[src/hdl/look_at_view_matrix_core_defines.svh]
// Assertion macros shared by the view matrix core modules.
`ifndef LOOK_AT_VIEW_MATRIX_CORE_DEFINES_SVH
`define LOOK_AT_VIEW_MATRIX_CORE_DEFINES_SVH
`ifndef SYNTHESIS
`define LVM_ASSERT(lbl, prop) \
  lbl: assert property (@(posedge clk_i) disable iff (!rst_ni) prop) \
    else $error("view matrix core: property failed");
`define LVM_ASSERT_NEVER(lbl, cond) \
  lbl: assert property (@(posedge clk_i) disable iff (!rst_ni) !(cond)) \
    else $error("view matrix core: forbidden condition");
`else
`define LVM_ASSERT(lbl, prop)
`define LVM_ASSERT_NEVER(lbl, cond)
`endif
`endif

[src/hdl/lvm_pkg.sv]
// Shared types, constants and helpers of the view matrix core.
package lvm_pkg;
  localparam int FRAC_BITS_DEF = 16;
  localparam int IQ_DEPTH = 2;
  localparam int OQ_DEPTH = 4;
  localparam int NORM_HI = 30;
  localparam int NORM_LO = 29;
  localparam int MAG_W = 30;
  localparam int SUM_W = 62;
  localparam int ROOT_W = 63;
  localparam int N_W = 31;

  typedef struct packed {
    logic [2:0][31:0] eye;
    logic [2:0][31:0] upv;
    logic [2:0][32:0] dif;
  } cam_t;

  typedef struct packed {
    logic [1:0]  row_index;
    logic [31:0] e0;
    logic [31:0] e1;
    logic [31:0] e2;
    logic [31:0] e3;
    logic [7:0]  rr;
    logic [7:0]  ru;
    logic        degenerate;
    logic        last_row;
  } row_t;

  typedef struct packed {
    logic done;
    logic zero;
  } unit_sts_t;

  function automatic logic [1:0] nxt3(input logic [1:0] i);
    case (i)
      2'd0:    nxt3 = 2'd1;
      2'd1:    nxt3 = 2'd2;
      default: nxt3 = 2'd0;
    endcase
  endfunction

  function automatic logic [1:0] prv3(input logic [1:0] i);
    case (i)
      2'd0:    prv3 = 2'd2;
      2'd1:    prv3 = 2'd0;
      default: prv3 = 2'd1;
    endcase
  endfunction
endpackage

[src/hdl/lvm_outq.sv]
// Result queue that holds finished matrix rows until they are popped.
`include "look_at_view_matrix_core_defines.svh"
module lvm_outq import lvm_pkg::*; (
  input  logic clk_i,
  input  logic rst_ni,
  input  logic push_i,
  input  row_t row_i,
  output logic full_o,
  output logic empty_o,
  input  logic pop_i,
  output row_t row_o
);
  localparam int PW = $clog2(OQ_DEPTH);

  row_t          mem_q [OQ_DEPTH];
  logic [PW-1:0] wr_q;
  logic [PW-1:0] rd_q;
  logic [PW:0]   cnt_q;
  logic          push_ok;
  logic          pop_ok;

  assign full_o  = (cnt_q == (PW+1)'(OQ_DEPTH));
  assign empty_o = (cnt_q == '0);
  assign push_ok = push_i && !full_o;
  assign pop_ok  = pop_i && !empty_o;
  assign row_o   = mem_q[rd_q];

  always_ff @(posedge clk_i) begin
    if (push_ok) begin
      mem_q[wr_q] <= row_i;
    end
  end

  always_ff @(posedge clk_i or negedge rst_ni) begin
    if (!rst_ni) begin
      wr_q  <= '0;
      rd_q  <= '0;
      cnt_q <= '0;
    end else begin
      if (push_ok) begin
        wr_q <= wr_q + 1'b1;
      end
      if (pop_ok) begin
        rd_q <= rd_q + 1'b1;
      end
      if (push_ok && !pop_ok) begin
        cnt_q <= cnt_q + 1'b1;
      end else if (pop_ok && !push_ok) begin
        cnt_q <= cnt_q - 1'b1;
      end
    end
  end

  `LVM_ASSERT_NEVER(a_no_overflow, push_i && full_o)
endmodule
[config.mk]
export PLATFORM = sky130hd
export DESIGN_NAME = lvm_outq
export DESIGN_NICKNAME = d
export VERILOG_FILES = /design/src/hdl/lvm_pkg.sv /design/src/hdl/lvm_outq.sv
export VERILOG_INCLUDE_DIRS = /design/src /design/src/hdl
export SDC_FILE = /design/constraint.sdc
export NUM_CORES = 1
export LEC_CHECK = 0
export ABC_AREA = 0
export ABC_CLOCK_PERIOD_IN_PS = 6410
export BUFFER_PORTS_ARGS = -buffer_cell sky130_fd_sc_hd__buf_2
export CORE_MARGIN = 2
export CORE_UTILIZATION = 40
export DETAILED_ROUTE_END_ITERATION = 16
export SYNTH_ARGS = -nofsm -noshare
export SYNTH_HDL_FRONTEND = slang
export SYNTH_SLANG_ARGS = --single-unit
[constraint.sdc]
create_clock -name clk_i -period 6.41 [get_ports clk_i]
set_input_delay 0.641 -clock clk_i [delete_from_list [all_inputs] [get_ports clk_i]]
set_output_delay 0.641 -clock clk_i [all_outputs]
set_load 0.02 [all_outputs]
==> results.md <==
Status:
- The run finished with clean final reports.

Finish:
- Cells with a size suffix above 1 make up between 40% and 50% of the layout.
- The filler cell count is about 4,400.
- The final net count is ~1,300.
- The layout overhead on the synthesized area is 19.5%.

Worst setup path:
- The endpoint identified for the worst register-to-register timing path is mem_q[2][90].
- The class of the most critical setup path is flip-flop to output pin.
- In this run the worst path has a maximum fanout of 59.
- The critical path capture point type is an output pin.
- The startpoint identified for the worst register-to-register timing path is cnt_q[2].
- Data on the critical path arrives at its endpoint at 3.11 ns.
- The worst setup path is launched from a flip-flop.
- Counting cells, the worst reg-to-reg path comes to 4.
- For flop-to-flop paths, the worst setup slack is ~3.4 ns.
- At the worst endpoint, the required time is approximately 5.8 ns.

Synthesis:
- Of all flip-flops after synthesis, the portion carrying an async set or reset was about 1.2%.
- The commonest cells after synthesis are 592 x sky130_fd_sc_hd__edfxtp_1, 148 x sky130_fd_sc_hd__mux4_2, 19 x sky130_fd_sc_hd__buf_2.
- The number of distinct library cells after synthesis is 20.
- The count of synthesis-stage warnings from yosys is 0.
- The basic-gate share of the synthesized area counting and, or, nand and nor cells is less than 1%.
- The post-synthesis average cell area is 26.9 um^2.
- In the post-synthesis netlist, the cell with the most instances is sky130_fd_sc_hd__edfxtp_1.
- The count of state elements after synthesis is 599.
- After Yosys synthesis, XOR and XNOR cells account for less than 1% of the synthesized area.
- Synthesis produced a netlist with a net count of ~970.
- The adder-cell area share of the yosys netlist is less than 1%.
- The cell count after synthesis is between 800 and 900.
- The cell taking the most area after synthesis is sky130_fd_sc_hd__edfxtp_1.
- By area, the combinational part of the netlist is dominated by multiplexers.
- Sequential cells were found to cover between 80% and 90% of the synthesized design area.
- Multiplexer cells account for approximately 15% of the synthesized area.
- Sorting the synthesized cells by area gives the leading types as sky130_fd_sc_hd__edfxtp_1 82%, sky130_fd_sc_hd__mux4_2 15%, sky130_fd_sc_hd__dfrtp_1 0.81%.
- The top cell type by area accounts for between 80% and 90% of the synthesized area.
- After synthesis the cells add up to 0.0218 mm^2.
- The number of enable-type register cells in the synthesized netlist is between 500 and 600.
- The most used flip-flop cell after synthesis is sky130_fd_sc_hd__edfxtp_1.
- The area fraction in compound gates after synthesis is 0%.

GRT:
- Entering global routing, the biggest net connects around 110 pins.
- The initial antenna violation count is 9.
- The via count of the first global-routing pass is about 10,000.
- In the global route stage, overall resource usage came out at between 15 and 20%.
- The first global-routing pass estimated roughly 64,000 um of wire.
- The aggregate global routing overflow is 0.

Detailed routing:
- The number of vias per cell after detailed routing is around 5.1.
- After detailed routing, the total wire length is about 42,000 um.
- The number of DRC violations after detailed-routing iteration 0 is around 560.
- The pre-antenna-repair detailed-routing pass consisted of 4 iterations.
- The total via count in the routed design is between 9,000 and 10,000.
- The final antenna-violating net count is 0.
- After detailed routing, the number of remaining DRC violations is 0.
- After detailed routing, the average wire length per cell comes to about 22 um.

Min path:
- The worst hold-check path type is primary input to flip-flop.
- Along the worst hold path, the cell count comes to 1.
- The end point of the most critical hold path is mem_q[2][5].
- In this run the most critical hold path is launched from row_i[5].

Floorplanning:
- The total I/O pin count is between 300 and 400.
- The initial utilization of the core area, before any placement, comes to 40.4%.
- The y dimension of the die is approximately 240 um.
- The die covers 0.0563 mm^2.
- The die boundary width is about 240 um.
- The area of the core is ~0.054 mm^2.
- The floorplan has 85 rows.

Clock network:
- In this run the number of H-tree levels came out at 2.
- The later pin in the worst-skew pair is clocked with a latency of approximately 0.60 ns.
- In this run the deepest clock path goes through 3 buffers.
- Post-CTS repair changed the size of 0 cells.
- The number of clock buffers added by TritonCTS is 60.
- The cell sitting at the root of the clock tree is a sky130_fd_sc_hd__clkbuf_16.
- For this design, the sink count on the clock tree is about 600.
- Clock-pin slew was measured on the worst setup and hold paths at around 0.06 ns.
- TritonCTS built the clock tree.

Place:
- The half-perimeter wire length after placement is 24,300 um.
- At the end of routability-driven placement, the weighted congestion stood at 0.698.
- The worst setup slack before clock tree synthesis is 3.06 ns.
- During placement, the flow inserted port buffers numbering between 300 and 400.

STA:
- The maximum clock skew at final layout is about 0.024 ns.
- Headroom to the max-slew limit came out at roughly 32%.
- The post-route fraction of the period consumed by the critical path is between 50% and 60%.
- Hold is met by between 0.2 and 0.25 ns.
- Setup repair after global routing left no endpoint under its margin.
- The final number of max-transition violations is 0.
- Once routing completed, OpenROAD measured the worst setup slack at 2.66 ns.
- The post-route minimum period is 3.75 ns.
- For the pin with the worst max-slew slack, the measured transition is 1.02 ns.
- Setup total negative slack on the finished layout was measured at 0 ns.
- The total setup violations reported at the end of the flow is 0.
- Static timing analysis puts the maximum clock frequency at ~270 MHz.
- The hold violation count in the final report is 0.

Power and ir drop:
- The maximum vdd ir drop is roughly 380 uV.
- The design draws about 13,000 uW.
- In this run the static leakage power is just under 0.009 uW.
- The power per cell area is between 400 and 500 mW/mm^2.

Job:
- The max-capacitance violation count is 0.
-- cell usage in the layout, fill, tap and decap left out, drive strengths merged --
master       synthesis  routed
edfxtp             592     592
buf                 31     313
mux4               148     148
clkbuf               4      85
clkinv               0      18
dfrtp                7       7
inv                  4       6
ha                   5       5
and2                 4       4
xnor2                4       4
diode                0       3
bufinv               0       3
clkinvlp             0       3
mux2                 2       2
xor2                 2       2
nor3b                1       1
nor2b                1       1
or3                  1       1
nand2                1       1
nand3                1       1
nor2                 1       1
fa                   1       1
dlygate4sd3          0       1
-- what timing repair did --
| item | 4_1_cts | 5_1_grt |
|---|---|---|
| endpoints found under the hold margin | 7 | 0 |
| buffers inserted | 0 | 0 |
| hold buffers | 1 | 0 |
-- final cells by class --
cell class	count	area, um^2	area share, %
sequential	599	18000	69.1
multi-input combinational	172	3560	13.7
clock buffer	85	1720	6.60
timing repair buffer	314	1660	6.37
tap	696	871	3.35
clock inverter	26	208	0.799
inverter	4	15.0	0.0578
antenna	3	7.51	0.0289
-- worst max-delay path, cell delays in order (launching register included) --
cell and delay [ns]:
sky130_fd_sc_hd__dfrtp_4 0.91, sky130_fd_sc_hd__buf_4 0.82, sky130_fd_sc_hd__mux4_2 0.43, sky130_fd_sc_hd__buf_2 0.18
-- per-stage QoR --
step | area, um^2 | utilization (%) | cells
floorplan | 21800 | - | 810
finish | 26000 | 48.3 | 1899
CTS | 26000 | 48.3 | 1896
detailed placement | 24100 | 44.7 | 1784
global route | 26000 | 48.3 | 1898
global placement | 24100 | 44.7 | 1784
-- cells by family (layout without fill, tap and decap cells) --
group,Yosys count,count (layout)
xor gates and xnor gates,6,6
buffers and inverters,39,429
and+or+nand+nor,10,10
muxes,150,150
DFF,599,599
other,0,3
adders and majority gates,6,6
-- flip-flops by register name, indices dropped and copies added, names as in the netlist --
name   cells
wr_q       2
rd_q       2
mem_q    592
cnt_q      3
-- power breakdown --
part	internal, uW	switching (uW)	leakage, uW	total, uW
registers	5180	285	0.00550	5460
logic	1530	2320	0.00233	3850
clock network	1970	1400	0.000939	3380
total	8680	4000	0.00877	12700
-- worst max path at each step --
| stage | from | end | depth (start not counted) |
|---|---|---|---|
| floorplan | push_i | mem_q[0][0] | 3 |
| global placement | push_i | mem_q[2][92] | 4 |
| detailed placement | push_i | mem_q[2][45] | 4 |
| CTS | rd_q[1] | row_o[13] | 3 |
| global route | rd_q[1] | row_o[5] | 3 |
| finish | rd_q[1] | row_o[5] | 3 |
-- metal layers --
metal | routed length (um) | part of all wire (%) | track usage (%) | vias to the layer above
li1 | - | - | - | 4193
met1 | 17700 | 42 | 20.1 | 5079
met2 | 20700 | 49 | 23.8 | 252
met3 | 2990 | 7.1 | 5.23 | 62
met4 | 857 | 2.0 | 4.33 | 14
met5 | 84 | 0.20 | 0 | -
No activity file was read; power rests on OpenSTA's default activity.
