--- config.mk ---
export PLATFORM = sky130hd
export DESIGN_NAME = lvm_unit
export DESIGN_NICKNAME = d
export VERILOG_FILES = /design/src/hdl/lvm_pkg.sv /design/src/hdl/lvm_unit.sv
export VERILOG_INCLUDE_DIRS = /design/src /design/src/hdl
export SDC_FILE = /design/constraint.sdc
export NUM_CORES = 2
export LEC_CHECK = 0
export ABC_CLOCK_PERIOD_IN_PS = 29600
export BUFFER_PORTS_ARGS = -buffer_cell sky130_fd_sc_hd__buf_2
export CAP_MARGIN = 20
export CORE_MARGIN = 2
export CORE_UTILIZATION = 35
export CTS_CLUSTER_SIZE = 25
export DETAILED_ROUTE_END_ITERATION = 10
export PLACE_DENSITY_LB_ADDON = 0.12
export SLEW_MARGIN = 20
export SYNTH_ARGS = -nofsm -noshare
export SYNTH_HDL_FRONTEND = slang
export SYNTH_SLANG_ARGS = --single-unit
--- constraint.sdc ---
create_clock -name clk_i -period 29.6 [get_ports clk_i]
set_clock_uncertainty 0.1 [all_clocks]
set_input_delay 0 -clock clk_i [delete_from_list [all_inputs] [get_ports clk_i]]
set_output_delay 0 -clock clk_i [all_outputs]
set_load 0.005 [all_outputs]
--- src/hdl/look_at_view_matrix_core_defines.svh ---
// Assertion macros shared by the view matrix core modules.
`ifndef LOOK_AT_VIEW_MATRIX_CORE_DEFINES_SVH
`define LOOK_AT_VIEW_MATRIX_CORE_DEFINES_SVH
`ifndef SYNTHESIS
`define LVM_ASSERT(lbl, prop) \
  lbl: assert property (@(posedge clk_i) disable iff (!rst_ni) prop) \
    else $error("view matrix core: property failed");
`define LVM_ASSERT_NEVER(lbl, cond) \
  lbl: assert property (@(posedge clk_i) disable iff (!rst_ni) !(cond)) \
    else $error("view matrix core: forbidden condition");
`else
`define LVM_ASSERT(lbl, prop)
`define LVM_ASSERT_NEVER(lbl, cond)
`endif
`endif

--- src/hdl/lvm_pkg.sv ---
// Shared types, constants and helpers of the view matrix core.
package lvm_pkg;
  localparam int FRAC_BITS_DEF = 16;
  localparam int IQ_DEPTH = 2;
  localparam int OQ_DEPTH = 4;
  localparam int NORM_HI = 30;
  localparam int NORM_LO = 29;
  localparam int MAG_W = 30;
  localparam int SUM_W = 62;
  localparam int ROOT_W = 63;
  localparam int N_W = 31;

  typedef struct packed {
    logic [2:0][31:0] eye;
    logic [2:0][31:0] upv;
    logic [2:0][32:0] dif;
  } cam_t;

  typedef struct packed {
    logic [1:0]  row_index;
    logic [31:0] e0;
    logic [31:0] e1;
    logic [31:0] e2;
    logic [31:0] e3;
    logic [7:0]  rr;
    logic [7:0]  ru;
    logic        degenerate;
    logic        last_row;
  } row_t;

  typedef struct packed {
    logic done;
    logic zero;
  } unit_sts_t;

  function automatic logic [1:0] nxt3(input logic [1:0] i);
    case (i)
      2'd0:    nxt3 = 2'd1;
      2'd1:    nxt3 = 2'd2;
      default: nxt3 = 2'd0;
    endcase
  endfunction

  function automatic logic [1:0] prv3(input logic [1:0] i);
    case (i)
      2'd0:    prv3 = 2'd2;
      2'd1:    prv3 = 2'd0;
      default: prv3 = 2'd1;
    endcase
  endfunction
endpackage

--- src/hdl/lvm_unit.sv ---
// Normalizing unit: power-of-two scaling, sum of squares, bit-serial root and division.
`include "look_at_view_matrix_core_defines.svh"
module lvm_unit import lvm_pkg::*; #(
  parameter int FRAC_BITS = FRAC_BITS_DEF
) (
  input  logic                        clk_i,
  input  logic                        rst_ni,
  input  logic                        start_i,
  input  logic signed [FRAC_BITS+33:0] vec_i [3],
  output unit_sts_t                   sts_o,
  output logic signed [FRAC_BITS+1:0] unit_o [3]
);
  localparam int VW = FRAC_BITS + 34;
  localparam int QW = FRAC_BITS + 1;
  localparam int DW = MAG_W + FRAC_BITS + 1;
  localparam int CW = $clog2(FRAC_BITS + 1);
  localparam logic [VW-1:0] HI_LIM = VW'(1) << NORM_HI;
  localparam logic [VW-1:0] LO_LIM = VW'(1) << NORM_LO;

  typedef enum logic [2:0] {U_IDLE, U_NORM, U_SQ, U_ROOT, U_DIV} ustate_e;

  ustate_e               state_q;
  logic                  done_q;
  logic                  zero_q;
  logic                  neg_q [3];
  logic [VW-1:0]         mag_q [3];
  logic [VW-1:0]         m_q;
  logic [CW-1:0]         cnt_q;
  logic [2*MAG_W-1:0]    sq_q;
  logic [SUM_W-1:0]      x_q;
  logic [ROOT_W-1:0]     res_q;
  logic [ROOT_W-1:0]     bit_q;
  logic [DW-1:0]         dv_q;
  logic [DW-1:0]         rem_q [3];
  logic [QW-1:0]         q_q [3];

  logic [VW-1:0]         mag_s [3];
  logic [VW-1:0]         max_s;
  logic [ROOT_W-1:0]     rb;
  logic [ROOT_W-1:0]     res_n;
  logic                  take;
  logic [N_W-1:0]        n_n;
  logic [1:0]            sq_idx;

  always_comb begin
    for (int i = 0; i < 3; i++) begin
      mag_s[i] = vec_i[i][VW-1] ? VW'(-vec_i[i]) : VW'(vec_i[i]);
    end
    max_s = mag_s[0];
    if (mag_s[1] > max_s) begin
      max_s = mag_s[1];
    end
    if (mag_s[2] > max_s) begin
      max_s = mag_s[2];
    end
    rb     = res_q + bit_q;
    take   = ({1'b0, x_q} >= rb);
    res_n  = take ? ((res_q >> 1) + bit_q) : (res_q >> 1);
    n_n    = res_n[N_W-1:0];
    sq_idx = (cnt_q == CW'(3)) ? 2'd0 : cnt_q[1:0];
    for (int i = 0; i < 3; i++) begin
      unit_o[i] = neg_q[i] ? -$signed({1'b0, q_q[i]}) : $signed({1'b0, q_q[i]});
    end
  end

  assign sts_o.done = done_q;
  assign sts_o.zero = zero_q;

  always_ff @(posedge clk_i or negedge rst_ni) begin
    if (!rst_ni) begin
      state_q <= U_IDLE;
      done_q  <= 1'b0;
      zero_q  <= 1'b0;
    end else begin
      done_q <= 1'b0;
      unique case (state_q)
        U_IDLE: begin
          if (start_i) begin
            for (int i = 0; i < 3; i++) begin
              neg_q[i] <= vec_i[i][VW-1];
              mag_q[i] <= mag_s[i];
            end
            m_q <= max_s;
            if (max_s == '0) begin
              done_q <= 1'b1;
              zero_q <= 1'b1;
            end else begin
              state_q <= U_NORM;
            end
          end
        end
        U_NORM: begin
          if (m_q >= HI_LIM) begin
            m_q <= m_q >> 1;
            for (int i = 0; i < 3; i++) begin
              mag_q[i] <= mag_q[i] >> 1;
            end
          end else if (m_q < LO_LIM) begin
            m_q <= m_q << 1;
            for (int i = 0; i < 3; i++) begin
              mag_q[i] <= mag_q[i] << 1;
            end
          end else begin
            state_q <= U_SQ;
            cnt_q   <= '0;
            x_q     <= '0;
          end
        end
        U_SQ: begin
          if (cnt_q != CW'(3)) begin
            sq_q <= mag_q[sq_idx][MAG_W-1:0] * mag_q[sq_idx][MAG_W-1:0];
          end
          if (cnt_q != '0) begin
            x_q <= x_q + SUM_W'(sq_q);
          end
          if (cnt_q == CW'(3)) begin
            state_q <= U_ROOT;
            res_q   <= '0;
            bit_q   <= ROOT_W'(1) << SUM_W;
          end else begin
            cnt_q <= cnt_q + 1'b1;
          end
        end
        U_ROOT: begin
          if (take) begin
            x_q <= x_q - rb[SUM_W-1:0];
          end
          res_q <= res_n;
          bit_q <= bit_q >> 2;
          if (bit_q[0]) begin
            state_q <= U_DIV;
            cnt_q   <= CW'(FRAC_BITS);
            dv_q    <= DW'(n_n) << FRAC_BITS;
            for (int i = 0; i < 3; i++) begin
              rem_q[i] <= (DW'(mag_q[i][MAG_W-1:0]) << FRAC_BITS) + DW'(n_n >> 1);
              q_q[i]   <= '0;
            end
          end
        end
        U_DIV: begin
          for (int i = 0; i < 3; i++) begin
            if (rem_q[i] >= dv_q) begin
              rem_q[i] <= rem_q[i] - dv_q;
              q_q[i]   <= {q_q[i][QW-2:0], 1'b1};
            end else begin
              q_q[i] <= {q_q[i][QW-2:0], 1'b0};
            end
          end
          dv_q <= dv_q >> 1;
          if (cnt_q == '0) begin
            state_q <= U_IDLE;
            done_q  <= 1'b1;
            zero_q  <= 1'b0;
          end else begin
            cnt_q <= cnt_q - 1'b1;
          end
        end
        default: state_q <= U_IDLE;
      endcase
    end
  end

  `LVM_ASSERT(a_done_single, sts_o.done |=> !sts_o.done)
  `LVM_ASSERT(a_start_when_idle, start_i |-> state_q == U_IDLE)
endmodule

==> impl_metrics.py <==
metrics = {
    "clock_network": {
        "clk_latency_ns": 0.77,
        "cts_buffer_depth": 3,
        "htree_levels": 3,
        "path_clk_slew_ns": 0.07,
        "cts-root-buf": "clkbuf_16",
        "cts_inserted_buffers": 88,
        "hold_buffers": 151,
        "cts_tree": "done",
        "post_cts.repair.setup_buffers": 0,
        "postCtsResizedCells": 0,
        "cts_num_sinks": 668,
    },
    "flow_run": {
        "cap_violations": 0,
    },
    "finish": {
        "register_area_sq_um": 20000,
        "area_growth_pct": 11.5,
        "mostFrequentLayoutCell": "inv_1",
        "final_net_count": 10866,
        "fillers": 23388,
        "final_layout_size_suffix_gt1_share_pct": 6.78,
        "multi_input_area_sq_um": 55800,
        "final_cell_mix": "inv_1 (1040), nor2_1 (937), nand2_1 (823)",
    },
    "synth": {
        "syn_area_per_cell_sq_um": 8.95,
        "synth-seq-cells": 668,
        "syn_nets": 10621,
        "syn-instance-count": 9038,
        "ys.flop_type": "edfxtp_1",
        "ys_types": 97,
        "async_flop_share_pct": 0.749,
        "synthTopCellsByArea": "edfxtp_1 (25%), fa_1 (17%), ha_1 (11%), inv_1 (4.8%), nor2_1 (4.4%)",
        "synth_edf_count": 662,
        "syn_area_sq_um": 80900,
        "ys_seq_area_share_pct": 24.8,
        "synth_top_area_cell": "edfxtp_1",
        "ys_warn_count": 0,
        "synth_top_cell_area_share_pct": 24.6,
    },
    "detailed_routing": {
        "routedWlPerCell_um": 24.1,
        "drtIter0Drc": 5535,
        "firstDrtPassIters": 7,
        "vias_per_cell": 5.53,
        "wirelength_um": 299000,
        "post-route-drc-count": 0,
        "postRouteAntennaNets": 0,
        "route.vias.total": 68481,
    },
    "worst_hold_path": {
        "hold_path_class": "primary input to flip-flop",
    },
    "sta": {
        "maxSlewViolCount": 0,
        "min_period_ns": 12.84,
        "hold_viol_final": 0,
        "tightest_slew_ns": 1.29,
        "setup_viol_count_final": 0,
        "period_share_pct": 43.4,
        "slew_headroom_pct": 13.6,
        "rsz0062_at_grt": "false",
        "fin_setup_tns_ns": 0,
        "fmax_mhz": 77.9,
    },
    "grt": {
        "grt_remaining_overflow": 0,
        "grt_first_pass_wirelength_um": 446000,
        "grtUsageTotal_pct": 25.1,
        "antenna_found_initial": 11,
        "grt_max_degree": 220,
        "grt_pass1_vias": 69359,
    },
    "placed_design": {
        "place.gp.congestion": 0.967,
        "io_buffers": 208,
        "dp_hpwl_um": 234000,
    },
    "setup_path": {
        "cp-start-kind": "flip-flop",
        "crit_slowest_cell": "a2111oi_0",
        "cp_max_fo": 6,
        "endpoint_kind": "flip-flop",
        "crit_arrival_ns": 13.21,
        "max_stage_delay_ns": 0.77,
        "cp_data_required_time_ns": 29.97,
        "worst-setup-path-type": "flip-flop to flip-flop",
    },
    "run_status": {
        "outcome": "finished, final reports clean",
    },
    "floorplanning": {
        "core_area_sq_um": 230000,
        "dieWidth_um": 485,
        "dieArea_sq_um": 235000,
        "io_pins": 209,
        "die_h_um": 485,
        "start_util_pct": 35.2,
        "rows": 176,
    },
}
## stage by stage
| stage | hold slack (ns) | instance area, sq um | instances | util [%] | worst slack, ns |
|---|---|---|---|---|---|
| final | 0.0292 | 90200 | 12386 | 39.2 | 16.76 |
| after detailed placement | 0.0267 | 85800 | 12068 | 37.3 | 16.64 |
| after global placement | 0.0245 | 85800 | 12067 | 37.3 | 16.44 |
| after global routing | 0.0366 | 90200 | 12382 | 39.2 | 15.68 |
| after floorplan | -0.396 | 80900 | 9038 | - | 19.21 |
| after CTS | 0.00677 | 90100 | 12380 | 39.2 | 16.60 |
## synth_stat cells, types with 33 or more instances
cell type,count
a211oi_1,68
a21o_1,240
a21oi_1,615
a31oi_1,86
and2_1,34
and3_1,114
buf_1,47
clkbuf_1,290
edfxtp_1,662
fa_1,707
ha_1,723
inv_1,1041
mux2i_1,122
nand2_1,825
nand2b_1,76
nand3_1,128
nand4_1,99
nor2_1,939
nor2b_1,84
nor3_1,114
nor4_1,53
o21a_1,73
o21ai_0,551
o21bai_1,65
o31ai_1,85
o41ai_1,33
or3_1,52
or4_1,38
xnor2_1,369
xor2_1,289
## worst max-delay path: cells and delay by family (launching register included)
family | cells | cell delay [ns]
AOI/OAI and AO/OA | 23 | 6.55
and+or+nand+nor | 12 | 2.58
adders and majority gates | 5 | 1.51
xor gates and xnor gates | 3 | 0.75
DFF | 1 | 0.74
buffers and inverters | 1 | 0.22
muxes | 1 | 0.10
## registers in the layout, indices dropped and copies added (netlist names), 5 cells and up
signal / cells
x_q: 62
cnt_q: 5
q_q: 51
sq_q: 59
rem_q: 141
bit_q: 32
dv_q: 47
mag_q: 150
m_q: 50
res_q: 63
## per-layer routing
| layer | routed length (um) | GRT usage, % |
|---|---|---|
| met5 | 21 | 0 |
| met4 | 12000 | 8.89 |
| met3 | 18600 | 4.11 |
| met2 | 137000 | 40.8 |
| met1 | 131000 | 33.6 |
## logic make-up after synthesis
kind of cell	after synthesis	synth area share, %
multiplexers	143	1.80
flip-flops	668	24.8
adder cells (fa/ha/maj)	1430	28.7
AND/OR/NAND/NOR	2654	15.0
buffers and inverters	1412	6.63
XOR/XNOR	660	7.17
AO/OA/AOI/OAI	2071	15.9
## area by class of cell
type	count	area share, %
well taps	3026	4.20
inverters	1056	4.40
clock buffers	112	2.61
repair buffers	511	4.15
diodes	6	0.0167
multi-input cells	6958	61.9
flip-flops and latches	668	22.2
clock inverters	49	0.494
## path summary, 6_finish.rpt
path | startpoint | slack [ns] | cells past startpoint | endpoint
hold / removal | vec_i[2] | 0.03 | 4 | mag_q[2][2]$_DFFE_PP_
min in group asynchronous | rst_ni | 0.33 | 4 | zero_q$_DFFE_PN0P_
hold reg to reg | dv_q[35]$_DFFE_PP_ | 0.46 | 2 | dv_q[34]$_DFFE_PP_
max in group asynchronous | rst_ni | 28.62 | 4 | state_q[0]$_DFFE_PN0P_
setup reg to reg | bit_q[0]$_SDFFCE_PN0P_ | 16.76 | 45 | rem_q[0][136]$_DFFE_PP_
setup / recovery | bit_q[0]$_SDFFCE_PN0P_ | 16.76 | 45 | rem_q[0][136]$_DFFE_PP_
Power is not shown: default switching activity piles up to over one toggle a cycle in this logic, so the estimate is an artifact.
