--- src/hdl/look_at_view_matrix_core_defines.svh ---
// Assertion macros shared by the view matrix core modules.
`ifndef LOOK_AT_VIEW_MATRIX_CORE_DEFINES_SVH
`define LOOK_AT_VIEW_MATRIX_CORE_DEFINES_SVH
`ifndef SYNTHESIS
`define LVM_ASSERT(lbl, prop) \
  lbl: assert property (@(posedge clk_i) disable iff (!rst_ni) prop) \
    else $error("view matrix core: property failed");
`define LVM_ASSERT_NEVER(lbl, cond) \
  lbl: assert property (@(posedge clk_i) disable iff (!rst_ni) !(cond)) \
    else $error("view matrix core: forbidden condition");
`else
`define LVM_ASSERT(lbl, prop)
`define LVM_ASSERT_NEVER(lbl, cond)
`endif
`endif

--- src/hdl/lvm_pkg.sv ---
// Shared types, constants and helpers of the view matrix core.
package lvm_pkg;
  localparam int FRAC_BITS_DEF = 16;
  localparam int IQ_DEPTH = 2;
  localparam int OQ_DEPTH = 4;
  localparam int NORM_HI = 30;
  localparam int NORM_LO = 29;
  localparam int MAG_W = 30;
  localparam int SUM_W = 62;
  localparam int ROOT_W = 63;
  localparam int N_W = 31;

  typedef struct packed {
    logic [2:0][31:0] eye;
    logic [2:0][31:0] upv;
    logic [2:0][32:0] dif;
  } cam_t;

  typedef struct packed {
    logic [1:0]  row_index;
    logic [31:0] e0;
    logic [31:0] e1;
    logic [31:0] e2;
    logic [31:0] e3;
    logic [7:0]  rr;
    logic [7:0]  ru;
    logic        degenerate;
    logic        last_row;
  } row_t;

  typedef struct packed {
    logic done;
    logic zero;
  } unit_sts_t;

  function automatic logic [1:0] nxt3(input logic [1:0] i);
    case (i)
      2'd0:    nxt3 = 2'd1;
      2'd1:    nxt3 = 2'd2;
      default: nxt3 = 2'd0;
    endcase
  endfunction

  function automatic logic [1:0] prv3(input logic [1:0] i);
    case (i)
      2'd0:    prv3 = 2'd2;
      2'd1:    prv3 = 2'd0;
      default: prv3 = 2'd1;
    endcase
  endfunction
endpackage

--- src/hdl/lvm_front.sv ---
// Input queue that accepts camera items and forms the eye-to-target difference.
module lvm_front import lvm_pkg::*; (
  input  logic        clk_i,
  input  logic        rst_ni,
  input  logic        push,
  output logic        full,
  input  logic [31:0] eye_x_i,
  input  logic [31:0] eye_y_i,
  input  logic [31:0] eye_z_i,
  input  logic [31:0] target_x_i,
  input  logic [31:0] target_y_i,
  input  logic [31:0] target_z_i,
  input  logic [31:0] upward_x_i,
  input  logic [31:0] upward_y_i,
  input  logic [31:0] upward_z_i,
  output cam_t        head_o,
  output logic        head_valid_o,
  input  logic        pop_i
);
  localparam int PW = $clog2(IQ_DEPTH);

  cam_t            mem_q [IQ_DEPTH];
  logic [PW-1:0]   wr_q;
  logic [PW-1:0]   rd_q;
  logic [PW:0]     cnt_q;
  cam_t            cam_d;
  logic            push_ok;
  logic            pop_ok;

  always_comb begin
    cam_d.eye    = {eye_z_i, eye_y_i, eye_x_i};
    cam_d.upv    = {upward_z_i, upward_y_i, upward_x_i};
    cam_d.dif[0] = {target_x_i[31], target_x_i} - {eye_x_i[31], eye_x_i};
    cam_d.dif[1] = {target_y_i[31], target_y_i} - {eye_y_i[31], eye_y_i};
    cam_d.dif[2] = {target_z_i[31], target_z_i} - {eye_z_i[31], eye_z_i};
  end

  assign full         = (cnt_q == (PW+1)'(IQ_DEPTH));
  assign head_valid_o = (cnt_q != '0);
  assign push_ok      = push && !full;
  assign pop_ok       = pop_i && head_valid_o;
  assign head_o       = mem_q[rd_q];

  always_ff @(posedge clk_i) begin
    if (push_ok) begin
      mem_q[wr_q] <= cam_d;
    end
  end

  always_ff @(posedge clk_i or negedge rst_ni) begin
    if (!rst_ni) begin
      wr_q  <= '0;
      rd_q  <= '0;
      cnt_q <= '0;
    end else begin
      if (push_ok) begin
        wr_q <= wr_q + 1'b1;
      end
      if (pop_ok) begin
        rd_q <= rd_q + 1'b1;
      end
      if (push_ok && !pop_ok) begin
        cnt_q <= cnt_q + 1'b1;
      end else if (pop_ok && !push_ok) begin
        cnt_q <= cnt_q - 1'b1;
      end
    end
  end
endmodule

--- config.mk ---
export PLATFORM = sky130hd
export DESIGN_NAME = lvm_front
export DESIGN_NICKNAME = d
export VERILOG_FILES = /design/src/hdl/look_at_view_matrix_core_defines.svh /design/src/hdl/lvm_pkg.sv /design/src/hdl/lvm_front.sv
export SDC_FILE = /design/constraint.sdc
export NUM_CORES = 1
export LEC_CHECK = 0
export ABC_AREA = 1
export BUFFER_PORTS_ARGS = -buffer_cell sky130_fd_sc_hd__buf_2
export CAP_MARGIN = 10
export CORE_ASPECT_RATIO = 1.1
export CORE_MARGIN = 2
export CORE_UTILIZATION = 46
export CTS_CLUSTER_SIZE = 20
export DETAILED_ROUTE_END_ITERATION = 12
export PLACE_DENSITY = 0.69
export SLEW_MARGIN = 30
export SYNTH_ARGS = -nofsm -noshare
export SYNTH_HDL_FRONTEND = slang
export SYNTH_SLANG_ARGS = --single-unit
--- constraint.sdc ---
create_clock -name clk_i -period 15.5 [get_ports clk_i]
set_input_delay 1.55 -clock clk_i [delete_from_list [all_inputs] [get_ports clk_i]]
set_output_delay 1.55 -clock clk_i [all_outputs]
set_load 0.1 [all_outputs]
==> results of run 1 <==
[flip-flops by register name (all words and copies together), names as in the netlist]
register  cells
wr_q          1
mem_q       582
rd_q          1
cnt_q         2
[metal layers]
metal	share of wire (%)	global-route usage, %	up-vias
met2	47	40.66	814
li1	-	-	11280
met4	2.4	6.898	30
met5	0.27	0.3771	-
met3	9.2	6.935	144
met1	41	31.84	10270
[final cells by class]
class	count	area, um^2
fill	5606	27670
sequential	586	17580
multi-input combinational	2085	9304
timing repair buffer	596	3065
inverter	480	1809
clock buffer	67	1464
tap	833	1042
clock inverter	34	355.3
antenna	21	52.55
[placed cells by master (no fill, tap or decap), drive strengths merged, types with 40 or more instances in the layout]
cell	instances
nand3	71
clkbuf	67
inv	485
nor2	130
buf	596
edfxtp	582
nand2	1638
ha	97
xor2	40
a21oi	62
[kinds of logic after synthesis]
| group | count (synthesis) | synth area share [%] |
|---|---|---|
| DFF | 586 | 60.70 |
| xor gates and xnor gates | 48 | 1.452 |
| and+or+nand+nor | 1867 | 24.97 |
| buffers and inverters | 545 | 7.224 |
| AOI/OAI and AO/OA | 70 | 1.262 |
| adders and majority gates | 100 | 4.399 |
[per-stage QoR]
| stage | hold WS, ns | std cells | worst slack, ns | cell area [um^2] |
|---|---|---|---|---|
| 2_1_floorplan | 0.4822 | 3216 | 0.7892 | 28960 |
| 3_3_place_gp | 0.5246 | 4579 | 9.936 | 32770 |
| 3_5_place_dp | 0.5246 | 4580 | 9.959 | 32800 |
| 4_1_cts | 0.5383 | 4681 | 9.531 | 34620 |
| 5_1_grt | 0.5602 | 4692 | 9.300 | 34650 |
| 6_report | 0.5409 | 4702 | 9.621 | 34670 |
[worst reg2reg max path, cell delays in order, from the launching register on]
cell,delay [ns]
dfrtp_1,0.36
inv_1,0.12
o21ai_0,0.25
nor2_4,0.80
buf_4,0.83
buf_12,0.53
buf_4,1.17
[worst min path at each step]
stage / to / startpoint / depth (start not counted) / slack, ns
final: cnt_q[0] / cnt_q[0] / 1 / 0.54
after global routing: cnt_q[0] / cnt_q[0] / 1 / 0.56
after CTS: cnt_q[0] / cnt_q[0] / 1 / 0.54
after detailed placement: cnt_q[0] / cnt_q[0] / 1 / 0.52
after global placement: cnt_q[0] / cnt_q[0] / 1 / 0.52
after floorplan: cnt_q[0] / cnt_q[0] / 1 / 0.48
==> qor.csv, run 1 <==
stage;metric;value;unit
sta;fmax;170.1;MHz
critical_path;worstPathCellList;inv_8 -> buf_6 -> buf_4 -> nand2_1 -> nand2_1 -> buf_2;
global_routing;grt_pass1_wl;122600;um
routing;wl;81670;um
run_status;status;complete, no violations;
sta;rsz0062_at_grt;false;
critical_path;worst_path_max_delay_cell;dfrtp_4;
global_routing;antenna_found_initial;33;
cts;path_clk_slew;0.06;ns
layout;syn_to_final_growth;19.74;%
sta;tightest_slew;1.024;ns
critical_path;slowest_delay;0.80;ns
routing;drt_iter0_drc;1685;
layout;drive_gt1_share;18.32;%
routing;drc;0;
die;pin_count;585;
sta;fin_setup_tns;0;ns
routing;ant_nets;0;
placed_design;place_congestion;0.9230;
cts;cts_root_buf;clkbuf_16;
synthesis;synthFlopType;edfxtp_1;
global_routing;overflow;0;
sta;fin_crit_sh;37.93;%
critical_path;reg2reg_setup_slack;10.94;ns
global_routing;grt_start_max_net_pins;149;
synthesis;avgSynthCellArea;9.004;um^2
global_routing;grt_pass1_vias;21380;
die;rows;96;
synthesis;yosysUniqueCellTypes;24;
sta;slew-limit-headroom;31.72;%
synthesis;syn_area;28960;um^2
routing;wl_per_cell;17.37;um
critical_path;timing.rr.end;mem_q[1][252];
cts;cts_resized;0;
routing;drtPass1Iterations;5;
die;fp.coreArea;62340;um^2
die;die_area;64980;um^2
synthesis;synth_top_area_share;60.35;%
critical_path;required;13.95;ns
layout;nets;4198;
critical_path;crit_buf_inv;4;
critical_path;cpMostUsedCell;nand2_1;
synthesis;synth_nets;3608;
synthesis;synth_top_area_cell;edfxtp_1;
run;maxCapViolCount;0;
sta;period_needed;5.879;ns
cts;cts_tree;built;
cts;clk_path_buf_depth;3;
critical_path;worstSetupStartpointType;flop;
sta;slew_viol_final;0;
sta;hold_viol_final;0;
synthesis;synth_seq_cells;586;
die;die_h;267.2;um
synthesis;synth_commonest_cells;nand2_1 (1620), edfxtp_1 (582), inv_1 (480);
layout;final_util;55.62;%
critical_path;reg2reg_from;cnt_q[1];
sta;fin_skew;0.02542;ns
critical_path;critical-path-top-delay-family;buffers and inverters;
cts;postCtsHoldBufs;0;
die;initial_core_util;46.45;%
critical_path;worst_ep_arrival_time;4.33;ns
synthesis;async_reset_ff_share;0.6826;%
cts;clkLatencyLatePin;0.62;ns
critical_path;critical_path_depth;6;
cts;cts_buffers;57;
placed_design;dpl.hpwl;62090;um
critical_path;critPathMaxFanout;105;
critical_path;critical_path_class;flop to output port;
routing;routed_via_density;4.793;
worst_hold_path;worstHoldPathType;flop to flop;
global_routing;grtUsageTotal;24.65;%
die;die_w;243.2;um
synthesis;synth_most_common_cell;nand2_1;
synthesis;yosysSeqAreaShare;60.70;%
synthesis;synth_area_leaders;edfxtp_1 (60%), nand2_1 (21%), inv_1 (6.2%);
synthesis;synth_cells;3216;
routing;dr_total_vias;22540;
cts;post-cts-setup-buffers;0;
synthesis;ys.warnings.count;0;
placed_design;port_buffers;584;
cts;cts.sinks;586;
critical_path;critical_path.endpoint_type;output port;
sta;setup_viol;0;
critical_path;cp-startpoint;rd_q;
synthesis;synth_edf_count;582;
cts;cts_htree_levels;2;
critical_path;setup.worst_path.end;head_o[82];
critical_path;reg2reg_depth;6;
Power of run 1 is left out: the tool's default activity adds up to more than one toggle a clock period on the data nets, which glitch-free logic cannot reach.
==> inputs of run 2 (changes only) <==
--- a/config.mk
+++ b/config.mk
@@ -13,7 +13,7 @@
 export CORE_UTILIZATION = 46
 export CTS_CLUSTER_SIZE = 20
 export DETAILED_ROUTE_END_ITERATION = 12
-export PLACE_DENSITY = 0.69
+export PLACE_DENSITY = 0.71
 export SLEW_MARGIN = 30
 export SYNTH_ARGS = -nofsm -noshare
 export SYNTH_HDL_FRONTEND = slang
==> constraint.sdc (replaced) <==
create_clock -name clk_i -period 5 [get_ports clk_i]
set_input_delay 0.5 -clock clk_i [delete_from_list [all_inputs] [get_ports clk_i]]
set_output_delay 0.5 -clock clk_i [all_outputs]
set_load 0.1 [all_outputs]
==> qor.csv, run 2 (synthesis results as in run 1) <==
stage;metric;value;unit;change
run_status;status;complete, no violations;;
global_routing;grt_start_max_net_pins;162;;+8.7%
layout;drive_gt1_share;18.43;%;+0.11 points
sta;fin_skew;0.02605;ns;+0.0006306 ns
die;die_w;243.2;um;unchanged
cts;postCtsHoldBufs;1;;+1
global_routing;use_met2;40.14;%;-0.52 points
global_routing;antenna_found_initial;26;;-21%
routing;ant_nets;0;;unchanged
global_routing;grtUsageTotal;23.79;%;-0.86 points
layout;nets;4201;;+0.071%
critical_path;worstSetupStartpointType;flop;;
placed_design;place_congestion;0.9150;;-0.87%
layout;top_register;mem_q;;
critical_path;critical-path-top-delay-family;buffers and inverters;;
global_routing;grt_pass1_wl;118400;um;-3.4%
cts;cts_buffers;58;;+1.8%
placed_design;placedCellCount;4580;;unchanged
layout;largestRegisters;mem_q x582, cnt_q x2;;
layout;final_cell_mix;nand2_1 (1620), buf_2 (584), edfxtp_1 (582);;
global_routing;grt_use_met1;29.28;%;-2.6 points
cts;cts.sinks;586;;unchanged
critical_path;worst_path_max_delay_cell;dfrtp_4;;
critical_path;critical_path_class;flop to output port;;
placed_design;port_buffers;584;;unchanged
sta;slew_viol_final;0;;unchanged
die;fp.coreArea;62340;um^2;unchanged
sta;slew-limit-headroom;28.11;%;-3.6 points
critical_path;cpMostUsedCell;nand2_1;;
placed_design;dpl.hpwl;59490;um;-4.2%
global_routing;busiest_layer;met2;;
critical_path;worst_ep_arrival_time;3.33;ns;-1.00 ns
cts;cts_root_buf;clkbuf_16;;
die;die_area;64980;um^2;unchanged
cts;clk_path_buf_depth;3;;unchanged
cts;post-cts-setup-buffers;0;;unchanged
sta;period_needed;3.832;ns;
critical_path;required;4.50;ns;-9.45 ns
cts;cts_htree_levels;2;;unchanged
layout;finalNonFillerCells;4708;;+0.13%
die;rows;96;;unchanged
sta;fin_setup_tns;0;ns;unchanged
routing;dr_total_vias;22440;;-0.41%
layout;largest_reg_flops;582;;unchanged
routing;wl;79560;um;-2.6%
die;die_h;267.2;um;unchanged
layout;fillers;5602;;-0.071%
layout;syn_to_final_growth;19.94;%;
critical_path;crit_buf_inv;3;;-1
sta;fmax;260.9;MHz;
sta;fin_crit_sh;76.65;%;
global_routing;overflow;0;;unchanged
sta;hold_viol_final;0;;unchanged
critical_path;slowest_delay;0.75;ns;-0.05 ns
run;maxCapViolCount;0;;unchanged
cts;path_clk_slew;0.06;ns;about the same
die;initial_core_util;46.45;%;unchanged
routing;drtPass1Iterations;5;;unchanged
cts;clkLatencyLatePin;0.62;ns;about the same
layout;final_util;55.71;%;+0.094 points
sta;setup_viol;0;;unchanged
critical_path;critical_path.endpoint_type;output port;;
cts;cts_resized;0;;unchanged
routing;drc;0;;unchanged
sta;holdWs;0.06176;ns;-0.4791 ns
routing;wl_per_cell;16.90;um;-2.7%
die;pin_count;585;;unchanged
global_routing;use_met3;7.295;%;+0.36 points
sta;rsz0062_at_grt;false;;
critical_path;critPathMaxFanout;143;;+36%
sta;tightest_slew;1.078;ns;+0.05424 ns
worst_hold_path;worstHoldPathType;input port to flop;;
critical_path;worstPathCellList;inv_8 -> buf_12 -> nand2_1 -> nand2_1 -> buf_2;;
cts;cts_tree;built;;
routing;routed_via_density;4.767;;-0.54%
global_routing;grt_pass1_vias;21240;;-0.65%
layout;layout_commonest_cell;nand2_1;;
routing;drt_iter0_drc;1406;;-17%
## run 2: cell count changes in the layout (fill, tap and decap cells not counted), moves of 2 or more
cell,before,now
buf_12,2,6
buf_6,2,0
bufinv_16,5,3
clkbuf_1,10,12
clkbuf_16,57,59
clkinv_1,9,11
clkinv_2,9,13
clkinv_8,0,2
diode_2,21,18
## run 2: worst register-to-register path, cell delays in order (launching register included)
cell and delay, ns:
dfrtp_1 0.46, o21ai_4 0.12, nor2_4 0.20, buf_12 0.26, buf_16 0.46
## run 2: area by class of cell
cell class,count,area (um^2),area share [%]
repair buffers,598,3126,8.999
clock buffers,71,1521,4.381
well taps,833,1042,3.001
inverters,480,1809,5.209
clock inverters,37,292.8,0.8430
diodes,18,45.04,0.1297
multi-input cells,2085,9315,26.82
flip-flops and latches,586,17580,50.62
## run 2: per-stage QoR
step           setup slack [ns]  instance area [um^2]
5_1_grt                  0.9919                 34700
6_report                  1.168                 34730
3_5_place_dp              1.790                 32840
2_1_floorplan           -0.3128                 28980
4_1_cts                   1.097                 34660
3_3_place_gp              1.844                 32840
## run 2: path summary, 6_finish.rpt
path                                startpoint             to  slack, ns  depth (start not counted)
worst max-delay path                      rd_q     head_o[29]       1.17                          5
worst min-delay path            upward_z_i[21]  mem_q[0][184]       0.06                          1
worst max register to register        cnt_q[0]  mem_q[1][287]       2.90                          4
worst min register to register        cnt_q[1]       cnt_q[1]       0.58                          2
max in group asynchronous               rst_ni           rd_q       4.60                          2
min in group asynchronous               rst_ni           rd_q       0.26                          2
## run 2: layer usage
layer | wire (um) | up-vias
met5 | 156 | -
met4 | 2235 | 24
li1 | - | 11280
met2 | 37620 | 762
met1 | 31770 | 10230
met3 | 7784 | 148
Power of run 2 is left out for the same reason.
