$ cat config.mk
export PLATFORM = sky130hd
export DESIGN_NAME = lvm_back
export DESIGN_NICKNAME = d
export VERILOG_FILES = /design/src/hdl/lvm_pkg.sv /design/src/hdl/lvm_back.sv
export VERILOG_INCLUDE_DIRS = /design/src /design/src/hdl
export SDC_FILE = /design/constraint.sdc
export NUM_CORES = 2
export LEC_CHECK = 0
export BUFFER_PORTS_ARGS = -buffer_cell sky130_fd_sc_hd__buf_2
export CORE_UTILIZATION = 60
export CTS_CLUSTER_DIAMETER = 150
export CTS_CLUSTER_SIZE = 14
export DETAILED_ROUTE_END_ITERATION = 10
export PLACE_DENSITY_LB_ADDON = 0.08
export SLEW_MARGIN = 5
export SYNTH_ARGS = -nofsm -noshare
export SYNTH_HDL_FRONTEND = slang
export SYNTH_SLANG_ARGS = --single-unit
$ cat constraint.sdc
create_clock -name clk_i -period 10.2 [get_ports clk_i]
set_clock_uncertainty 0.15 [all_clocks]
set_input_delay 1.02 -clock clk_i [delete_from_list [all_inputs] [get_ports clk_i]]
set_output_delay 1.02 -clock clk_i [all_outputs]
set_load 0.005 [all_outputs]
$ cat src/hdl/look_at_view_matrix_core_defines.svh
// Assertion macros shared by the view matrix core modules.
`ifndef LOOK_AT_VIEW_MATRIX_CORE_DEFINES_SVH
`define LOOK_AT_VIEW_MATRIX_CORE_DEFINES_SVH
`ifndef SYNTHESIS
`define LVM_ASSERT(lbl, prop) \
  lbl: assert property (@(posedge clk_i) disable iff (!rst_ni) prop) \
    else $error("view matrix core: property failed");
`define LVM_ASSERT_NEVER(lbl, cond) \
  lbl: assert property (@(posedge clk_i) disable iff (!rst_ni) !(cond)) \
    else $error("view matrix core: forbidden condition");
`else
`define LVM_ASSERT(lbl, prop)
`define LVM_ASSERT_NEVER(lbl, cond)
`endif
`endif

$ cat src/hdl/lvm_pkg.sv
// Shared types, constants and helpers of the view matrix core.
package lvm_pkg;
  localparam int FRAC_BITS_DEF = 16;
  localparam int IQ_DEPTH = 2;
  localparam int OQ_DEPTH = 4;
  localparam int NORM_HI = 30;
  localparam int NORM_LO = 29;
  localparam int MAG_W = 30;
  localparam int SUM_W = 62;
  localparam int ROOT_W = 63;
  localparam int N_W = 31;

  typedef struct packed {
    logic [2:0][31:0] eye;
    logic [2:0][31:0] upv;
    logic [2:0][32:0] dif;
  } cam_t;

  typedef struct packed {
    logic [1:0]  row_index;
    logic [31:0] e0;
    logic [31:0] e1;
    logic [31:0] e2;
    logic [31:0] e3;
    logic [7:0]  rr;
    logic [7:0]  ru;
    logic        degenerate;
    logic        last_row;
  } row_t;

  typedef struct packed {
    logic done;
    logic zero;
  } unit_sts_t;

  function automatic logic [1:0] nxt3(input logic [1:0] i);
    case (i)
      2'd0:    nxt3 = 2'd1;
      2'd1:    nxt3 = 2'd2;
      default: nxt3 = 2'd0;
    endcase
  endfunction

  function automatic logic [1:0] prv3(input logic [1:0] i);
    case (i)
      2'd0:    prv3 = 2'd2;
      2'd1:    prv3 = 2'd0;
      default: prv3 = 2'd1;
    endcase
  endfunction
endpackage

$ cat src/hdl/lvm_back.sv
// Sequencer that builds the basis vectors, dot products and matrix rows of one camera.
`include "look_at_view_matrix_core_defines.svh"
module lvm_back import lvm_pkg::*; #(
  parameter int FRAC_BITS = FRAC_BITS_DEF
) (
  input  logic                         clk_i,
  input  logic                         rst_ni,
  input  cam_t                         head_i,
  input  logic                         head_valid_i,
  output logic                         pop_o,
  output logic                         ustart_o,
  output logic signed [FRAC_BITS+33:0] uvec_o [3],
  input  unit_sts_t                    usts_i,
  input  logic signed [FRAC_BITS+1:0]  unit_i [3],
  output logic                         oq_push_o,
  output row_t                         row_o,
  input  logic                         oq_full_i
);
  localparam int VW = FRAC_BITS + 34;
  localparam int UW = FRAC_BITS + 2;
  localparam int PW = 32 + UW;
  localparam int AW = PW + 2;
  localparam int RW = AW - FRAC_BITS;

  typedef enum logic [2:0] {
    B_IDLE, B_LOOK, B_X1, B_RIGHT, B_X2, B_TUP, B_DOT, B_EMIT
  } bstate_e;

  bstate_e               state_q;
  logic                  start_q;
  logic                  degen_q;
  logic [1:0]            row_q;
  logic signed [UW-1:0]  look_q [3];
  logic signed [UW-1:0]  right_q [3];
  logic signed [UW-1:0]  tup_q [3];
  logic signed [VW-1:0]  tmp_q [3];
  logic signed [AW-1:0]  dsum_q [3];
  logic                  issue_q;
  logic [1:0]            grp_q;
  logic [1:0]            trm_q;
  logic signed [PW-1:0]  p_q;
  logic                  pv_q;
  logic                  pfirst_q;
  logic                  plast_q;
  logic                  psub_q;
  logic [1:0]            pgrp_q;
  logic signed [AW-1:0]  acc_q;

  logic signed [31:0]    op_a;
  logic signed [UW-1:0]  op_b;
  logic                  op_sub;
  logic                  op_last;
  logic [1:0]            ia;
  logic [1:0]            ib;
  logic signed [AW-1:0]  p_ext;
  logic signed [AW-1:0]  acc_n;
  logic                  mac_end;

  function automatic logic [31:0] ndot(input logic signed [AW-1:0] s);
    logic          neg;
    logic [AW-1:0] m;
    logic [RW-1:0] r;
    logic [RW-1:0] rn;
    neg = s[AW-1];
    m   = neg ? AW'(-s) : AW'(s);
    m   = m + (AW'(1) << (FRAC_BITS - 1));
    r   = m[AW-1:FRAC_BITS];
    rn  = -r;
    if (neg) begin
      ndot = (r > RW'(32'h7fff_ffff)) ? 32'h7fff_ffff : r[31:0];
    end else begin
      ndot = (r > RW'(33'h0_8000_0000)) ? 32'h8000_0000 : rn[31:0];
    end
  endfunction

  function automatic logic [7:0] frac8(input logic signed [UW-1:0] u);
    logic          neg;
    logic [UW-1:0] m;
    logic [8:0]    t;
    logic [8:0]    tn;
    neg = u[UW-1];
    m   = neg ? UW'(-u) : UW'(u);
    t   = 9'(m >> (FRAC_BITS - 7));
    tn  = -t;
    if (neg) begin
      frac8 = tn[7:0];
    end else begin
      frac8 = (t > 9'd127) ? 8'd127 : t[7:0];
    end
  endfunction

  always_comb begin
    ia      = nxt3(grp_q);
    ib      = prv3(grp_q);
    op_a    = '0;
    op_b    = '0;
    op_sub  = 1'b0;
    op_last = trm_q[0];
    if (state_q == B_DOT) begin
      op_last = (trm_q == 2'd2);
      op_a    = $signed(head_i.eye[trm_q]);
      case (grp_q)
        2'd0:    op_b = right_q[trm_q];
        2'd1:    op_b = tup_q[trm_q];
        default: op_b = look_q[trm_q];
      endcase
    end else if (!trm_q[0]) begin
      op_a = (state_q == B_X1) ? $signed(head_i.upv[ia]) : 32'(look_q[ia]);
      op_b = (state_q == B_X1) ? look_q[ib] : right_q[ib];
    end else begin
      op_sub = 1'b1;
      op_a   = (state_q == B_X1) ? $signed(head_i.upv[ib]) : 32'(look_q[ib]);
      op_b   = (state_q == B_X1) ? look_q[ia] : right_q[ia];
    end
    p_ext   = AW'(p_q);
    acc_n   = (pfirst_q ? AW'(0) : acc_q) + (psub_q ? -p_ext : p_ext);
    mac_end = pv_q && plast_q && (pgrp_q == 2'd2);
  end

  always_comb begin
    row_o            = '0;
    row_o.row_index  = row_q;
    row_o.last_row   = (row_q == 2'd3);
    row_o.degenerate = degen_q;
    if (!degen_q) begin
      if (row_q != 2'd3) begin
        row_o.e0 = 32'(right_q[row_q]);
        row_o.e1 = 32'(tup_q[row_q]);
        row_o.e2 = 32'(look_q[row_q]);
        row_o.rr = frac8(right_q[row_q]);
        row_o.ru = frac8(tup_q[row_q]);
      end else begin
        row_o.e0 = ndot(dsum_q[0]);
        row_o.e1 = ndot(dsum_q[1]);
        row_o.e2 = ndot(dsum_q[2]);
        row_o.e3 = 32'(1) << FRAC_BITS;
      end
    end
    for (int i = 0; i < 3; i++) begin
      uvec_o[i] = (state_q == B_LOOK) ? VW'($signed(head_i.dif[i])) : tmp_q[i];
    end
  end

  assign ustart_o  = start_q;
  assign oq_push_o = (state_q == B_EMIT) && !oq_full_i;
  assign pop_o     = oq_push_o && (row_q == 2'd3);

  always_ff @(posedge clk_i or negedge rst_ni) begin
    if (!rst_ni) begin
      state_q <= B_IDLE;
      start_q <= 1'b0;
      degen_q <= 1'b0;
      row_q   <= '0;
      issue_q <= 1'b0;
      pv_q    <= 1'b0;
      grp_q   <= '0;
      trm_q   <= '0;
    end else begin
      start_q <= 1'b0;
      if (issue_q) begin
        p_q      <= op_a * op_b;
        pv_q     <= 1'b1;
        pfirst_q <= (trm_q == 2'd0);
        plast_q  <= op_last;
        psub_q   <= op_sub;
        pgrp_q   <= grp_q;
        if (op_last) begin
          trm_q <= '0;
          if (grp_q == 2'd2) begin
            issue_q <= 1'b0;
          end else begin
            grp_q <= grp_q + 1'b1;
          end
        end else begin
          trm_q <= trm_q + 1'b1;
        end
      end else begin
        pv_q <= 1'b0;
      end
      if (pv_q) begin
        acc_q <= acc_n;
        if (plast_q) begin
          if (state_q == B_DOT) begin
            dsum_q[pgrp_q] <= acc_n;
          end else begin
            tmp_q[pgrp_q] <= VW'(acc_n);
          end
        end
      end
      unique case (state_q)
        B_IDLE: begin
          if (head_valid_i) begin
            state_q <= B_LOOK;
            start_q <= 1'b1;
            degen_q <= 1'b0;
          end
        end
        B_LOOK: begin
          if (usts_i.done) begin
            if (usts_i.zero) begin
              degen_q <= 1'b1;
              row_q   <= '0;
              state_q <= B_EMIT;
            end else begin
              for (int i = 0; i < 3; i++) begin
                look_q[i] <= -unit_i[i];
              end
              state_q <= B_X1;
              issue_q <= 1'b1;
              grp_q   <= '0;
              trm_q   <= '0;
            end
          end
        end
        B_X1: begin
          if (mac_end) begin
            state_q <= B_RIGHT;
            start_q <= 1'b1;
          end
        end
        B_RIGHT: begin
          if (usts_i.done) begin
            if (usts_i.zero) begin
              degen_q <= 1'b1;
              row_q   <= '0;
              state_q <= B_EMIT;
            end else begin
              right_q <= unit_i;
              state_q <= B_X2;
              issue_q <= 1'b1;
              grp_q   <= '0;
              trm_q   <= '0;
            end
          end
        end
        B_X2: begin
          if (mac_end) begin
            state_q <= B_TUP;
            start_q <= 1'b1;
          end
        end
        B_TUP: begin
          if (usts_i.done) begin
            if (usts_i.zero) begin
              degen_q <= 1'b1;
              row_q   <= '0;
              state_q <= B_EMIT;
            end else begin
              tup_q   <= unit_i;
              state_q <= B_DOT;
              issue_q <= 1'b1;
              grp_q   <= '0;
              trm_q   <= '0;
            end
          end
        end
        B_DOT: begin
          if (mac_end) begin
            row_q   <= '0;
            state_q <= B_EMIT;
          end
        end
        B_EMIT: begin
          if (!oq_full_i) begin
            row_q <= row_q + 1'b1;
            if (row_q == 2'd3) begin
              state_q <= B_IDLE;
            end
          end
        end
        default: state_q <= B_IDLE;
      endcase
    end
  end

  `LVM_ASSERT(a_unit_done_waiting,
    usts_i.done |-> (state_q == B_LOOK || state_q == B_RIGHT || state_q == B_TUP))
endmodule

==> out/metrics.csv <==
stage;metric;value;unit
logic_synthesis;Post-Synth XOR/XNOR Area;0.0576;
power_and_ir_drop;Sw Pwr;5070;µW
logic_synthesis;Synth Area in Simple Gates;0.185;
finish;most common cell after layout, fill and taps aside;nand2_1;
clock_network;CTS tree;yes;
worst_setup_path;Crit-path slowest cell;fa_1;
grt;Overflow after GRT;0;
floorplan;Die Height;330;µm
logic_synthesis;largest cells by area after synthesis;edfxtp_1, fa_1, nand2_1;
placed_design;DP Worst Slack;0.360;ns
logic_synthesis;sequential fraction of the synthesis area;0.272;
logic_synthesis;fraction of the mapped netlist area in adder cells;0.210;
floorplan;I/O pins;652;
placed_design;Placer Congestion;1.03;
logic_synthesis;post-synth top area cell;edfxtp_1;
power_and_ir_drop;sw frac;0.429;
route;vias per std cell;6.36;
worst_setup_path;WP data required;10.42;ns
logic_synthesis;FFs w/ async S/R, synth;0.0221;
status;status;finished clean;
grt;initial antenna violation count;22;
timing;final slew viol count;0;
power_and_ir_drop;clock power share;0.148;
job;max-cap viol count;0;
timing;Setup TNS Final;0;ns
logic_synthesis;share of the synthesized area in the top cell type;0.267;
grt;met3 Resource Use GR;0.0909;
route;drt pass-1 iters;7;
floorplan;Core ar.;106000;µm²
timing;fin crit period;9.77;ns
floorplan;Initial Utilization;0.609;
worst_setup_path;CP max stage delay;0.57;ns
timing;final setup vio count;0;
grt;GRT busiest layer;met2;
logic_synthesis;syn avg cell area;8.80;µm²
timing;final hold vios;0;
timing;FMAX;102;MHz
route;DRC Markers;0;
logic_synthesis;post-synthesis register bit count;588;
logic_synthesis;post-synthesis compound-gate area fraction;0.149;
finish;# nets final;8910;
logic_synthesis;largest family of logic cells by synthesized area;adder cells;
route;initial DRC count;7044;
worst_setup_path;Worst EP arrival;9.99;ns
logic_synthesis;synth unique cells;108;
route;final antenna-violating net count;0;
logic_synthesis;mux share of post-synthesis cell area;0.0532;
timing;setup ws final;0.432;ns
worst_hold_path;hold crit path type;in2async;
timing;Slew HR;0.129;
finish;share of cells above drive strength 1;0.145;
finish;commonest non-fill, non-tap cells in the layout;nand2_1, inv_1, buf_2, edfxtp_1, fa_1;
logic_synthesis;Post-synth EDFFs;575;
grt;largest net degree at the start of global routing;102;
worst_setup_path;WS Path Type;reg2reg;
logic_synthesis;YS warnings;0;
grt;met1 usage;0.543;
logic_synthesis;Cells after Synth;7342;
clock_network;Clock Latency Late Sink;0.63;ns
power_and_ir_drop;Leakage;0.0298;µW
clock_network;Root Buffer;clkbuf_16;
placed_design;HPWL Detailed;180000;µm
route;vias;58688;
power_and_ir_drop;P per Cell Area;166;nW/µm²
clock_network;Sink Count;588;
logic_synthesis;cell area after synthesis;64600;µm²
floorplan;die area;109000;µm²
timing;Least-Margin Pin Slew;1.30;ns
worst_setup_path;CP Capture Type;flop;
grt;vias in the first global route;55404;
timing;RSZ-0062 raised after global routing;false;
worst_setup_path;CP dominant cell by count;fa_1;
power_and_ir_drop;cell-internal power;6740;µW
grt;first-pass GRT wire length;338000;µm
power_and_ir_drop;peak supply drop;0.000464;V
clock_network;Clk pin slew, worst setup/hold paths;0.07;ns
floorplan;Die X;330;µm
clock_network;CTS HTree Levels;2;
logic_synthesis;Synth Flop Type;edfxtp_1;
placed_design;port bufs;620;
power_and_ir_drop;register share of total power;0.253;
route;wire per inst;25.0;µm
timing;period utilization;0.958;
worst_setup_path;Worst Path Max Fanout;63;
grt;met2 usage;0.640;
clock_network;maximum clock path buffer count;3;
floorplan;Core Rows;119;
power_and_ir_drop;Gate power share;0.599;
timing;worst hold margin;0.205;ns
route;drt total wl;230000;µm
grt;GRT Overall Usage;0.413;
clock_network;CTS Buf Count;47;
finish;Layout Area Growth over Synthesis;10.2;%
clock_network;CTS Hold Bufs;0;
worst_setup_path;crit path launch type;flop;
## registers in the layout, indices dropped and copies added (netlist names), 2 cells and up
signal / cells
p_q: 50
row_q: 2
grp_q: 2
state_q: 3
dsum_q: 156
trm_q: 2
tup_q: 54
look_q: 54
acc_q: 52
tmp_q: 150
pgrp_q: 2
right_q: 54
## cell type report
cell class                 instances  area (µm²)
timing repair buffer             828        4750
clock inverter                     3        90.1
fill                            8644       34900
tap                             1391        1740
sequential                       588       17600
inverter                         784        2940
clock buffer                      61        1230
multi-input combinational       5560       42800
antenna                           14        35.0
## power by group through the flow
stage | clock, µW | sequential, µW | combinational [µW]
after floorplan | 0 | 3040 | 5110
after global placement | 0 | 3040 | 6800
after detailed placement | 0 | 3040 | 6990
after CTS | 1750 | 2980 | 7030
after global routing | 1830 | 2980 | 7880
final | 1750 | 2980 | 7080
## through the flow
stage                     instance area, µm²  std cells  total power [µW]  utilization
final                                  71100       9229             11800        0.671
after global routing                   71100       9217             12700        0.671
after CTS                              71100       9214             11800        0.670
after detailed placement               69700       9150             10000        0.658
after global placement                 69700       9150              9840        0.658
after floorplan                        64700       7372              8150            -
## critical path, delay by kind of cell (launching register included)
kind / cells / cell delay, ns
and+or+nand+nor: 6 / 0.91
AOI/OAI and AO/OA: 11 / 2.93
adders and majority gates: 8 / 3.88
DFF: 1 / 0.44
buffers and inverters: 7 / 1.10
## routing by layer
metal	routed length [µm]	share of wire
met1	87800	0.38
met2	104000	0.45
met3	25300	0.11
met4	13700	0.059
met5	65	0.00028
## cells in the mapped netlist, types with 15 or more instances
library cell,n
o21bai_1,20
nand3b_1,27
nand3_1,110
or4_1,33
a21oi_1,368
ha_1,196
clkbuf_1,330
and3_1,46
nor3_1,135
xor2_1,153
o211ai_1,29
a21o_1,113
inv_1,780
nor3b_1,21
and4_1,17
or3_1,53
o21ai_1,27
buf_4,32
mux2_2,104
xnor2_1,270
o21ai_0,330
a221oi_1,37
mux2i_1,222
or2_2,35
o22ai_1,37
a22oi_1,49
o21a_1,32
edfxtp_1,575
fa_1,554
o31ai_1,56
nor4_1,78
a221o_1,20
a31oi_1,93
a21boi_0,15
and2_1,63
buf_1,68
nand2b_1,61
nand4_1,61
a211oi_1,60
nand2_1,1062
nor2b_1,154
nor2_1,545
o41ai_1,29
## repair_timing
action / in CTS / in global routing
hold endpoints to repair: 0 / 0
endpoints found under the setup margin: 0 / 13
buffers inserted: 0 / 1
gates resized for setup: 0 / 8
## path summary, 6_finish.rpt
kind	start	to	slack, ns	cells after the start
setup / recovery	grp_q[0]	p_q[49]	0.43	32
hold / removal	rst_ni	trm_q[0]	0.21	1
setup reg to reg	grp_q[0]	p_q[49]	0.43	32
hold reg to reg	grp_q[1]	pgrp_q[1]	0.36	0
max in group asynchronous	rst_ni	row_q[1]	9.31	1
min in group clk_i	grp_q[1]	pgrp_q[1]	0.36	0
## cells by family after synthesis
group,count (synthesis)
other,1
muxes,328
AOI/OAI and AO/OA,1479
adders and majority gates,751
xor gates and xnor gates,424
and+or+nand+nor,2547
buffers and inverters,1224
DFF,588
(Power assumes the default switching activity.)
